--- config.mk ---
export PLATFORM = sky130hd
export DESIGN_NAME = overspeed_trip_monitor_top
export DESIGN_NICKNAME = d
export VERILOG_FILES = /design/src/ostm_pkg.sv /design/src/overspeed_trip_monitor_top.sv
export SDC_FILE = /design/constraint.sdc
export NUM_CORES = 1
export LEC_CHECK = 0
export BUFFER_PORTS_ARGS = -buffer_cell sky130_fd_sc_hd__buf_2
export CORE_MARGIN = 3
export CORE_UTILIZATION = 31
export DETAILED_ROUTE_END_ITERATION = 16
export HOLD_SLACK_MARGIN = 0.1
export SYNTH_ARGS = -nofsm -noshare
export SYNTH_HDL_FRONTEND = slang
export SYNTH_SLANG_ARGS = --single-unit
--- constraint.sdc ---
create_clock -name clk_i -period 4.6 [get_ports clk_i]
set_input_delay 0.23 -clock clk_i [delete_from_list [all_inputs] [get_ports clk_i]]
set_output_delay 0.23 -clock clk_i [all_outputs]
set_load 0.01 [all_outputs]
--- src/ostm_pkg.sv ---
// ----------------------------------------------------------------------------
// ostm_pkg
// shared types and constants of the overspeed trip monitor
// ----------------------------------------------------------------------------
`default_nettype none

package ostm_pkg;

  localparam int unsigned CountW  = 16;
  localparam int unsigned FactorW = 8;
  localparam int unsigned ProdW   = CountW + FactorW;
  localparam int unsigned StepW   = 5;
  localparam int unsigned CfgIdxW = 3;
  localparam int unsigned CfgDataW = 16;

  localparam logic [StepW-1:0] LastStep = StepW'(ProdW - 1);

  typedef enum logic [CfgIdxW-1:0] {
    CfgTeethCount    = 3'd0,
    CfgRpmScale      = 3'd1,
    CfgCountMin      = 3'd2,
    CfgCountMax      = 3'd3,
    CfgOverspeedLim  = 3'd4,
    CfgTripDelay     = 3'd5
  } cfg_idx_e;

  typedef enum logic {
    OpWindow = 1'b0,
    OpReset  = 1'b1
  } op_e;

  typedef enum logic [1:0] {
    StIdle,
    StMul,
    StDiv,
    StFin
  } state_e;

endpackage

`default_nettype wire

--- src/overspeed_trip_monitor_top.sv ---
// ----------------------------------------------------------------------------
// overspeed_trip_monitor_top
// tachometer overspeed trip relay with a bit-serial speed divider
// ----------------------------------------------------------------------------
// input channel: in_valid_i/in_ready_o with operation_i and pulse_count_i;
// a window item (operation 0) computes the speed, a reset item (operation 1)
// may release a latched trip. every item yields exactly one result item on
// out_valid_o/out_ready_i carrying speed_rpm_o, relay_on_o and status_led_o.
// a window item passes from the idle state that takes it to the count *
// rpm_scale multiply, the restoring divider (one quotient bit a cycle
// through a shared subtractor) and a final step that updates the trip
// state; a reset item goes from the idle state straight to the final step.
// the block takes one item at a time.
// the result register is separate from the working registers, so the next item
// is accepted while a result waits; the final update step holds until the
// result register is free when the receiver stalls.
// reset loads the register defaults (teeth 1, scale 60, min 60, max 65535,
// limit 65535, delay 3) and clears speed, delay count, arm, trip and indicator.
// configuration writes on cfg_we_i take effect at once; indexes 6 and 7 are
// ignored.
// ----------------------------------------------------------------------------
`default_nettype none

module overspeed_trip_monitor_top (
  input  wire                              clk_i,
  input  wire                              rst_ni,
  input  wire                              cfg_we_i,
  input  wire  [ostm_pkg::CfgIdxW-1:0]     cfg_idx_i,
  input  wire  [ostm_pkg::CfgDataW-1:0]    cfg_data_i,
  input  wire                              in_valid_i,
  output logic                             in_ready_o,
  input  wire                              operation_i,
  input  wire  [ostm_pkg::CountW-1:0]      pulse_count_i,
  output logic                             out_valid_o,
  input  wire                              out_ready_i,
  output logic [ostm_pkg::CountW-1:0]      speed_rpm_o,
  output logic                             relay_on_o,
  output logic                             status_led_o
);
  import ostm_pkg::*;

  logic [FactorW-1:0] teeth_q, rpm_scale_q, trip_delay_q;
  logic [CountW-1:0]  count_min_q, count_max_q, limit_q;

  state_e             state_q, state_d;
  logic               op_q;
  logic [CountW-1:0]  cnt_q;
  logic [ProdW-1:0]   quo_q;
  logic [FactorW-1:0] rem_q;
  logic [StepW-1:0]   step_q;
  logic [FactorW-1:0] delay_q;
  logic               armed_q;
  logic               out_valid_q;
  logic [CountW-1:0]  speed_q;
  logic               tripped_q, led_q;

  logic               accept;
  logic               slot_free;
  logic               fin_go;
  logic [FactorW-1:0] teeth_eff;
  logic [ProdW-1:0]   prod;
  logic [FactorW:0]   trial;
  logic               qbit;
  logic [FactorW:0]   trial_diff;
  logic [CountW-1:0]  speed_new;
  logic               low_win;
  logic               over;
  logic [FactorW-1:0] delay_inc;
  logic [FactorW-1:0] delay_d;
  logic               armed_d;
  logic               tripped_d;
  logic               led_d;

  // configuration registers
  always_ff @(posedge clk_i or negedge rst_ni) begin
    if (!rst_ni) begin
      teeth_q      <= 8'd1;
      rpm_scale_q  <= 8'd60;
      count_min_q  <= 16'd60;
      count_max_q  <= 16'hFFFF;
      limit_q      <= 16'hFFFF;
      trip_delay_q <= 8'd3;
    end else if (cfg_we_i) begin
      unique case (cfg_idx_i)
        CfgTeethCount:   teeth_q      <= cfg_data_i[FactorW-1:0];
        CfgRpmScale:     rpm_scale_q  <= cfg_data_i[FactorW-1:0];
        CfgCountMin:     count_min_q  <= cfg_data_i;
        CfgCountMax:     count_max_q  <= cfg_data_i;
        CfgOverspeedLim: limit_q      <= cfg_data_i;
        CfgTripDelay:    trip_delay_q <= cfg_data_i[FactorW-1:0];
        default: ;
      endcase
    end
  end

  assign accept    = in_valid_i && in_ready_o;
  assign slot_free = !out_valid_q || out_ready_i;
  assign fin_go    = (state_q == StFin) && slot_free;

  // sequencer
  always_ff @(posedge clk_i or negedge rst_ni) begin
    if (!rst_ni) begin
      state_q <= StIdle;
    end else begin
      state_q <= state_d;
    end
  end

  always_comb begin
    state_d    = state_q;
    in_ready_o = 1'b0;
    unique case (state_q)
      StIdle: begin
        in_ready_o = 1'b1;
        if (in_valid_i) begin
          state_d = (operation_i == OpReset) ? StFin : StMul;
        end
      end
      StMul: state_d = StDiv;
      StDiv: begin
        if (step_q == LastStep) begin
          state_d = StFin;
        end
      end
      StFin: begin
        if (slot_free) begin
          state_d = StIdle;
        end
      end
      default: state_d = StIdle;
    endcase
  end

  // multiply and shared divider step
  assign teeth_eff  = (teeth_q == '0) ? FactorW'(1) : teeth_q;
  assign prod       = ProdW'(cnt_q) * ProdW'(rpm_scale_q);
  assign trial      = {rem_q, quo_q[ProdW-1]};
  assign qbit       = trial >= {1'b0, teeth_eff};
  assign trial_diff = trial - {1'b0, teeth_eff};

  always_ff @(posedge clk_i) begin
    if (accept) begin
      op_q  <= operation_i;
      cnt_q <= (pulse_count_i <= count_min_q || pulse_count_i >= count_max_q)
               ? '0 : pulse_count_i;
    end
    if (state_q == StMul) begin
      quo_q  <= prod;
      rem_q  <= '0;
      step_q <= '0;
    end else if (state_q == StDiv) begin
      quo_q  <= {quo_q[ProdW-2:0], qbit};
      rem_q  <= qbit ? trial_diff[FactorW-1:0] : trial[FactorW-1:0];
      step_q <= step_q + StepW'(1);
    end
  end

  // trip state update
  assign speed_new = (quo_q[ProdW-1:CountW] != '0) ? '1 : quo_q[CountW-1:0];
  // exact quotient at or below count_min
  assign low_win   = (quo_q < ProdW'(count_min_q)) ||
                     ((quo_q == ProdW'(count_min_q)) && (rem_q == '0));
  assign over      = speed_new >= limit_q;
  assign delay_inc = over ? delay_q + FactorW'(1) : delay_q;

  always_comb begin
    delay_d   = delay_inc;
    armed_d   = armed_q;
    tripped_d = tripped_q;
    led_d     = low_win ? !led_q : 1'b1;
    if (delay_inc >= trip_delay_q) begin
      armed_d = 1'b1;
      delay_d = '0;
    end
    if (over && armed_d) begin
      tripped_d = 1'b1;
      armed_d   = 1'b0;
    end
  end

  always_ff @(posedge clk_i or negedge rst_ni) begin
    if (!rst_ni) begin
      delay_q     <= '0;
      armed_q     <= 1'b0;
      tripped_q   <= 1'b0;
      led_q       <= 1'b0;
      speed_q     <= '0;
      out_valid_q <= 1'b0;
    end else begin
      if (fin_go) begin
        out_valid_q <= 1'b1;
        if (op_q == OpWindow) begin
          speed_q   <= speed_new;
          delay_q   <= delay_d;
          armed_q   <= armed_d;
          tripped_q <= tripped_d;
          led_q     <= led_d;
        end else if (speed_q < limit_q) begin
          tripped_q <= 1'b0;
        end
      end else if (out_ready_i) begin
        out_valid_q <= 1'b0;
      end
    end
  end

  // state registers change only when a new result is loaded
  assign out_valid_o  = out_valid_q;
  assign speed_rpm_o  = speed_q;
  assign relay_on_o   = tripped_q;
  assign status_led_o = led_q;

endmodule

`default_nettype wire

==> results.json <==
{
  "cp_top_family": "adder cells",
  "yosysTopAreaCellShare": 0.140,
  "finalSetupViolations": 0,
  "synth_cell_types": 70,
  "antenna_found_initial": 1,
  "grtUsageTotal": 0.159,
  "die-area_um2": 44300,
  "synthTopCellsByArea": "ha_1 (14%), fa_1 (13%), dfrtp_1 (11%), edfxtp_1 (9.5%), dfstp_2 (8.7%)",
  "tightest_slew_ns": 1.23,
  "die_h_um": 210,
  "syn-instance-count": 1338,
  "synth-adder-area-share": 0.271,
  "detailed_place_hpwl_mm": 27.5,
  "synth_area_um2": 13000,
  "vias_per_cell": 5.00,
  "yosys_warnings": 0,
  "postRouteAntennaNets": 0,
  "maxCapViolations": 0,
  "cts_buffer_depth": 2,
  "slew_violations": 0,
  "cts.clk_slew.worst_paths_ns": 0.07,
  "synthToLayoutAreaGrowth_pct": 24.9,
  "numCtsBuffers": 17,
  "grt_pass1_wl_mm": 56.5,
  "ys_ff_latch": 156,
  "portBuffers": 60,
  "num_io_pins": 61,
  "core-area_um2": 41000,
  "slowest_delay_ns": 0.58,
  "fin_crit_sh": 0.992,
  "synth_compound_area_frac": 0.113,
  "status": "finished, final reports clean",
  "whs_endpoint": "count_min_q[3]",
  "drtPass1Iterations": 5,
  "pre_cts_slack_ns": -0.350,
  "tritoncts": "built",
  "rows": 74,
  "start_util": 0.316,
  "final_nets": 1796,
  "holdPathStages": 3,
  "cp-end-kind": "flop",
  "r2r-start": "cnt_q[3]",
  "critPathBufInv": 4,
  "arrival_ns": 4.75,
  "fin_worst_skew_ns": 0.0151,
  "fmax_mhz": 219,
  "synth_fp_nets": 1609,
  "worst_setup_path_start_kind": "flop",
  "synth-edff-count": 41,
  "postSynth.asyncResetShare": 0.654,
  "relSlewSlack": 0.177,
  "crit_chain": "buf_4 > buf_4 > and2_1 > fa_1 > ha_1 > inv_1 > fa_1 > fa_1 > inv_2 > ha_4 > o211a_1 > o31a_1 > o21ai_4 > a31oi_2 > mux2i_1 > a211o_1",
  "hold_viol_final": 0,
  "r2r_slack_ns": 0.04,
  "yosysSeqAreaShare": 0.316,
  "worst_r2r_path_depth": 16,
  "grt_max_degree": 60,
  "synth_top_family_by_area": "adder cells",
  "synth_top_area_cell": "ha_1",
  "h-tree-depth": 4,
  "wirelength_mm": 35.0,
  "place.gp.congestion": 0.856,
  "fill_cells": 4008,
  "synthMuxAreaShare": 0.0634,
  "synth_ff_type": "dfrtp_1",
  "cp_slowest_cell": "fa_1",
  "r2r_end": "quo_q[23]",
  "drive_gt1_frac": 0.298,
  "insertion_delay_ns": 0.43,
  "path_max_fanout": 6,
  "fp.dieW_um": 210,
  "synth-simple-area-share": 0.159,
  "wl_per_cell_um": 16.9,
  "diodes": 0,
  "overflow": 0,
  "critPathRequiredTime_ns": 4.79,
  "drc": 0,
  "rsz0062_at_grt": "yes",
  "fin_ws_ns": 0.0364,
  "drt-initial-drc-count": 538,
  "synth_area_per_cell_um2": 9.68,
  "clock_sinks": 156,
  "critPathMostFrequentCell": "fa_1",
  "path_class": "reg2reg",
  "yosys.cell_count.top_type": "inv_1",
  "grt_pass1_vias": 10700,
  "synthTopCellsByCount": "inv_1 (170), nand2_1 (148), ha_1 (145)",
  "synth_xor_area_frac": 0.0155,
  "vias": 10400,
  "min_path_type": "in2reg",
  "hp-start": "cfg_data_i[3]",
  "ctsRootBufferMaster": "clkbuf_16",
  "period_needed_ns": 4.56
}
==> stage by stage <==
| stage | cell area [µm²] | cells | setup TNS, ns | hold WS (ns) | utilization |
|---|---|---|---|---|---|
| after global placement | 14700 | 2003 | -1.46 | 0.358 | 0.358 |
| final | 16200 | 2070 | 0 | 0.126 | 0.394 |
| after detailed placement | 14700 | 2003 | -1.72 | 0.360 | 0.358 |
| after floorplan | 13000 | 1338 | -0.0508 | -0.0656 | - |
| after global routing | 16200 | 2070 | -0.528 | 0.135 | 0.394 |
| after CTS | 15700 | 2057 | 0 | 0.100 | 0.382 |
==> metal layers <==
layer	GRT usage	part of all wire
met5	0	0.00037
met2	0.267	0.48
met1	0.221	0.47
met4	0.0316	0.012
met3	0.0229	0.038
==> logic make-up (layout without fill, tap and decap cells) <==
| family | Yosys count | after routing |
|---|---|---|
| flops | 156 | 156 |
| compound gates | 231 | 231 |
| simple gates | 415 | 415 |
| xor+xnor | 23 | 23 |
| fa+ha+maj | 230 | 230 |
| mux | 74 | 74 |
| buf+inv | 209 | 409 |
==> flip-flops by register name (all words and copies together), names as in the netlist <==
name / flops
armed_q: 1
cnt_q: 16
count_max_q: 16
count_min_q: 16
delay_q: 8
limit_q: 16
op_q: 1
out_valid_o: 1
quo_q: 24
relay_on_o: 1
rem_q: 8
rpm_scale_q: 8
speed_rpm_o: 16
state_q: 2
status_led_o: 1
step_q: 5
teeth_q: 8
trip_delay_q: 8
==> final cells by class <==
class / instances / area [µm²] / share of cell area
Clock inverter: 12 / 126 / 0.00781
Clock buffer: 20 / 458 / 0.0283
Sequential cell: 156 / 4100 / 0.253
Multi-Input combinational cell: 973 / 8680 / 0.537
Inverter: 171 / 642 / 0.0397
Timing Repair Buffer: 206 / 1510 / 0.0931
Tap cell: 532 / 666 / 0.0411
==> repair_timing <==
action | in CTS | in global routing
pin swaps | 24 | 64
setup buffers | 10 | 13
hold buffers | 12 | 0
endpoints found under the setup margin | 13 | 24
hold endpoints to repair | 63 | 0
gates resized for setup | 55 | 95
==> worst max-delay path by stage <==
stage,start,endpoint,slack (ns),cells past startpoint
2_1_floorplan,rpm_scale_q[2],quo_q[22],-0.05,15
4_1_cts,rpm_scale_q[4],quo_q[20],0.0008,14
3_3_place_gp,cnt_q[4],quo_q[20],-0.32,14
3_5_place_dp,cnt_q[4],quo_q[20],-0.35,14
5_1_grt,cnt_q[5],quo_q[16],-0.08,15
6_report,cnt_q[3],quo_q[23],0.04,16
==> worst register-to-register path, stage by stage (launching register included) <==
cell and delay, ns:
edfxtp_1 0.44, buf_4 0.16, buf_4 0.15, and2_1 0.17
fa_1 0.45, ha_1 0.28, inv_1 0.05, fa_1 0.52
fa_1 0.58, inv_2 0.05, ha_4 0.24, o211a_1 0.21
o31a_1 0.15, o21ai_4 0.31, a31oi_2 0.15, mux2i_1 0.14
a211o_1 0.27
==> layout by cell type (no fill, tap or decap), types with 11 or more instances in the layout <==
cell and instances:
nand3_1 34, xnor2_1 13, and2_1 55, inv_1 158
a21oi_1 43, buf_6 14, mux2_2 62, nand2_1 141
buf_2 59, ha_1 130, nand4_1 15, and2_4 16
inv_2 12, ha_4 14, nor2_1 53, nand2b_1 11
buf_4 119, dlygate4sd3_1 12, clkbuf_16 18, edfxtp_1 41
fa_1 79, nor3_1 14, or2_2 14, o21ai_0 59
a21o_1 15, dfstp_2 43, dfrtp_1 58, dfxtp_1 13
Power is left out: the tool's default activity adds up to more than one toggle a clock period on the data nets, which glitch-free logic cannot reach.
